[config.mk]
export PLATFORM = sky130hd
export DESIGN_NAME = lhn_ctrl
export DESIGN_NICKNAME = d
export VERILOG_FILES = /design/src/hw/rtl/lhn_pkg.sv /design/src/hw/rtl/lhn_ctrl.sv
export SDC_FILE = /design/constraint.sdc
export NUM_CORES = 1
export LEC_CHECK = 0
export BUFFER_PORTS_ARGS = -buffer_cell sky130_fd_sc_hd__buf_2
export CAP_MARGIN = 20
export CORE_AREA = 2 2 39 41
export DETAILED_ROUTE_END_ITERATION = 6
export DIE_AREA = 0 0 41 43
export HOLD_SLACK_MARGIN = 0.08
export SLEW_MARGIN = 20
export SYNTH_ARGS = -nofsm -noshare
export SYNTH_HDL_FRONTEND = slang
export SYNTH_SLANG_ARGS = --single-unit
[constraint.sdc]
create_clock -name clk -period 1.76 [get_ports clk]
set_clock_uncertainty 0.2 [all_clocks]
set_input_delay 0.088 -clock clk [delete_from_list [all_inputs] [get_ports clk]]
set_output_delay 0.088 -clock clk [all_outputs]
set_load 0.05 [all_outputs]
[src/hw/rtl/lhn_pkg.sv]
// Shared package for the luma histogram normalizer.
// Holds default sizes, command and status codes, and controller/datapath structs.
// No dependencies.
`default_nettype none

package lhn_pkg;

	localparam int MAX_BINS_DEF    = 256;
	localparam int COUNT_WIDTH_DEF = 24;

	localparam int CMD_W    = 2;
	localparam int PIX_W    = 8;
	localparam int BCNT_W   = 9;
	localparam int RAW_W    = 24;
	localparam int NORM_W   = 17;
	localparam int STATUS_W = 2;
	localparam int STEP_W   = 5;

	// divider runs one quotient bit per cycle, Q1.16 result
	localparam int DIV_STEPS = NORM_W;

	localparam logic [CMD_W-1:0] CMD_CLEAR = 2'd0;
	localparam logic [CMD_W-1:0] CMD_ACCUM = 2'd1;
	localparam logic [CMD_W-1:0] CMD_READ  = 2'd2;

	localparam logic [STATUS_W-1:0] ST_OK       = 2'd0;
	localparam logic [STATUS_W-1:0] ST_NO_HIST  = 2'd1;
	localparam logic [STATUS_W-1:0] ST_BAD_BIN  = 2'd2;

	localparam logic CFG_BIN_COUNT   = 1'b0;
	localparam logic CFG_SOURCE_MODE = 1'b1;

	localparam logic [BCNT_W-1:0] BIN_COUNT_RST = 9'd128;
	localparam logic [NORM_W-1:0] NORM_ONE      = 17'h10000;

	typedef struct packed {
		logic load;       // capture pixel and read index
		logic clear;      // drop all counts and the maximum
		logic rd_acc;     // RAM read at the pixel's bin
		logic rd_bin;     // RAM read at the requested bin
		logic acc_write;  // write back incremented count
		logic div_init;
		logic div_step;
		logic out_load;
	} lhn_cmd_t;

	typedef struct packed {
		logic levels_zero;
		logic rd_bad;
		logic div_last;
	} lhn_stat_t;

endpackage

`default_nettype wire

[src/hw/rtl/lhn_ctrl.sv]
// Controller state machine for the luma histogram normalizer.
// Depends on lhn_pkg; drives lhn_dp through lhn_cmd_t.
`default_nettype none

module lhn_ctrl (
	input  wire logic                     clk,
	input  wire logic                     arst_n,
	input  wire logic                     start,
	input  wire logic [lhn_pkg::CMD_W-1:0] cmd,
	input  wire lhn_pkg::lhn_stat_t       st,
	output lhn_pkg::lhn_cmd_t             dc,
	output logic                          busy,
	output logic                          done
);

	localparam logic [2:0] S_IDLE    = 3'd0;
	localparam logic [2:0] S_ACC_RD  = 3'd1;
	localparam logic [2:0] S_ACC_WR  = 3'd2;
	localparam logic [2:0] S_RD_RD   = 3'd3;
	localparam logic [2:0] S_RD_DATA = 3'd4;
	localparam logic [2:0] S_DIV     = 3'd5;
	localparam logic [2:0] S_OUT     = 3'd6;

	logic [2:0] state_q;
	logic [2:0] state_nxt;
	logic       ready;

	// the result cycle also takes the next item
	assign ready = (state_q == S_IDLE) || (state_q == S_OUT);
	assign busy  = !ready;
	assign done  = (state_q == S_OUT);

	always_comb begin
		state_nxt = state_q;
		dc        = '0;
		case (state_q)
			S_IDLE, S_OUT: begin
				state_nxt = S_IDLE;
				if (start) begin
					case (cmd)
						lhn_pkg::CMD_CLEAR: begin
							dc.clear = 1'b1;
						end
						lhn_pkg::CMD_ACCUM: begin
							if (!st.levels_zero) begin
								dc.load   = 1'b1;
								state_nxt = S_ACC_RD;
							end
						end
						lhn_pkg::CMD_READ: begin
							dc.load   = 1'b1;
							state_nxt = S_RD_RD;
						end
						default: begin
						end
					endcase
				end
			end
			S_ACC_RD: begin
				dc.rd_acc = 1'b1;
				state_nxt = S_ACC_WR;
			end
			S_ACC_WR: begin
				dc.acc_write = 1'b1;
				state_nxt    = S_IDLE;
			end
			S_RD_RD: begin
				dc.rd_bin = 1'b1;
				state_nxt = S_RD_DATA;
			end
			S_RD_DATA: begin
				if (st.rd_bad) begin
					dc.out_load = 1'b1;
					state_nxt   = S_OUT;
				end else begin
					dc.div_init = 1'b1;
					state_nxt   = S_DIV;
				end
			end
			S_DIV: begin
				dc.div_step = 1'b1;
				if (st.div_last) begin
					dc.out_load = 1'b1;
					state_nxt   = S_OUT;
				end
			end
			default: begin
				state_nxt = S_IDLE;
			end
		endcase
	end

	always_ff @(posedge clk or negedge arst_n) begin
		if (!arst_n) begin
			state_q <= S_IDLE;
		end else begin
			state_q <= state_nxt;
		end
	end

endmodule

`default_nettype wire

==> metrics.cfg <==
[floorplan]
dieHeight_um=43
initial_core_util_pct=21.7
pin_count=18
dieArea_mm2=0.00176
rows=14
core-area_mm2=0.00138
die_w_um=41

[min_path]
hold_path.class=input pin to flip-flop
min_delay_path_depth=4

[worst_setup_path]
cpLargestDelayFamily=flip-flops
worstPathCellList=xnor2_1 -> o2111a_2 -> buf_2
crit_buf_inv=1
worstPathMaxFanout=6
critical_path_class=flip-flop to primary output
arrival_ns=1.42
critPathLaunchType=flip-flop
endpoint_kind=primary output
cpMaxStageDelayCell=dfrtp_1
r2r-end=state_q[0]
path_depth=3
cp.required_ns=1.47
critical_path.endpoint=dc[7]
max_stage_delay_ns=0.44
critPathLaunch=state_q[2]
r2r_start=state_q[1]
r2r_slack_ns=0.44
ff2ff_path_depth=3

[yosys]
synth_flop_cell=dfrtp_1
synth.distinct_cells=22
synth_area_per_cell_um2=8.83
synth_top_area_share_pct=25.0
synth_area_leader_cell=dfrtp_1
syn-num-nets=45
ys_warn_count=0
netlist_area_um2=300
synth_edf_count=0
synth_area_leaders=dfrtp_1 (25%), ha_1 (13%), and3_2 (5.0%), nand2b_1 (4.2%), nor2b_1 (4.2%)
synth_top_cells_by_count=dfrtp_1 (3), ha_1 (3), inv_1 (3)
yosys_register_bits=3
synth-async-reset-ratio_pct=100
synth_cells=34
seq_area_frac_synth_pct=25.0

[sta]
finalSetupTns_ns=0
rsz0062_at_grt=false
period_share_pct=96.9
min_period_ns=1.70
tightest_slew_ns=0.306
drv_slew=0
clock.fmax_ghz=0.587
slew_headroom_pct=79.6
final-hold-violation-count=0
setup_viol=0

[power]
p_leak_uw=0.000267
vdd_drop_max_uv=517
p_per_area_mw_per_mm2=1630

[place]
portBuffers=17
place.gp.congestion=0.755
place_area_um2=412
hpwl_um=559

[global_routing]
grt_max_degree=11
grt_pass1_vias=290
antenna_found_initial=0
grt_overflow=0
grt_use_total_pct=9.26
grt_pass1_wl_um=1150

[drt]
wirelength_um=763
post-route-drc-count=0
met3_length_um=47
drt_pre_antenna_iters=4
via_per_inst=4.47
drtIter0Drc=15
drt-met1-wl_um=322
ant_nets=0
wl_per_cell_um=10.3
routed.top_layer=met4
dr_wl_met2_um=377
routed-via-count=331

[cells_and_area]
syn2layout_area_growth_pct=59.2
diodes=0
fin_nets=70
drive_gt1_share_pct=50.0
largest_reg_flops=3
largestRegisters=state_q: 3 flops
top_register=state_q
design_area_um2=478
fill_cells=151

[clocking]
cts_max_path_buffers=2
htree_levels=1
clk_pin_slew_ns=0.04
cts-buffers-inserted=3
clock-root-buffer=clkbuf_4
cts_tree=yes
cts.sinks=3
clk_latency_ns=0.23

[flow_run]
maxCapViolCount=0

[outcome]
status=finished, final reports clean

[per-layer routing]
layer  global-route usage, %  vias up
met5                       0        -
met4                    6.00        0
met3                       0        2
met2                    13.8       19
met1                    12.7      142
li1                        -      168
[kinds of logic after synthesis]
logic type                 share of synthesized area (%)
adders and majority gates                           12.5
and+or+nand+nor                                     31.7
AOI/OAI and AO/OA                                   15.4
muxes                                               3.33
xor gates and xnor gates                            2.92
buffers and inverters                               9.16
DFF                                                 25.0
[cell type report]
cell class	count	area [um^2]	share of cell area (%)
multi-input combinational	26	213	44.5
clock buffer	4	26.3	5.50
inverter	3	11.3	2.36
sequential	3	75.1	15.7
tap	16	20.0	4.19
timing repair buffer	22	133	27.7
[layout by cell type (no fill, tap or decap)]
cell type and count:
o22ai_1 1, and3_1 1, o2111a_2 1, a31o_1 1, nor3b_2 2, nor3_2 2, dlygate4sd3_1 4, clkbuf_1 1
inv_2 1, a2bb2oi_1 1, xnor2_1 1, buf_2 17, nand2b_1 2, clkbuf_4 3, ha_1 3, and3_2 2
dfrtp_1 3, nand2_1 1, or2b_1 1, a21oi_1 2, nor2b_1 2, buf_4 1, mux2i_1 1, inv_1 2
nor2_1 2
[repair_timing]
| action | in CTS | in global routing |
|---|---|---|
| hold buffers | 4 | 0 |
| buffers inserted | 0 | 0 |
| setup endpoints to repair | 0 | 1 |
| hold endpoints to repair | 4 | 0 |
| resized for setup | 0 | 1 |
[how the worst min path moves through the flow]
stage / start / end / slack, ns
detailed placement: arst_n / state_q[0] / -0.32
finish: start / state_q[1] / 0.13
global placement: arst_n / state_q[1] / -0.32
floorplan: arst_n / state_q[0] / -0.41
CTS: start / state_q[1] / 0.12
global route: start / state_q[1] / 0.14
[worst register-to-register path, stage by stage (launching register included)]
cell,delay (ns)
dfrtp_1,0.45
xnor2_1,0.18
o2111a_2,0.18
a31o_1,0.19
[report_power, final]
group | internal, uW | switching, uW
combinational | 161 | 342
sequential | 96.3 | 58.3
clock | 85.0 | 36.8
total | 342 | 437
[metrics by stage]
stage	cells	total power, uW	util (%)	hold WS [ns]	setup slack (ns)
4_1_cts	74	782	34.5	0.124	0.0531
2_1_floorplan	34	568	-	-0.408	0.0316
5_1_grt	74	821	34.5	0.144	0.000206
3_3_place_gp	66	651	29.7	-0.316	0.321
3_5_place_dp	66	650	29.7	-0.317	0.313
6_report	74	779	34.5	0.134	0.0550
Power figures use the tool's default switching activity.
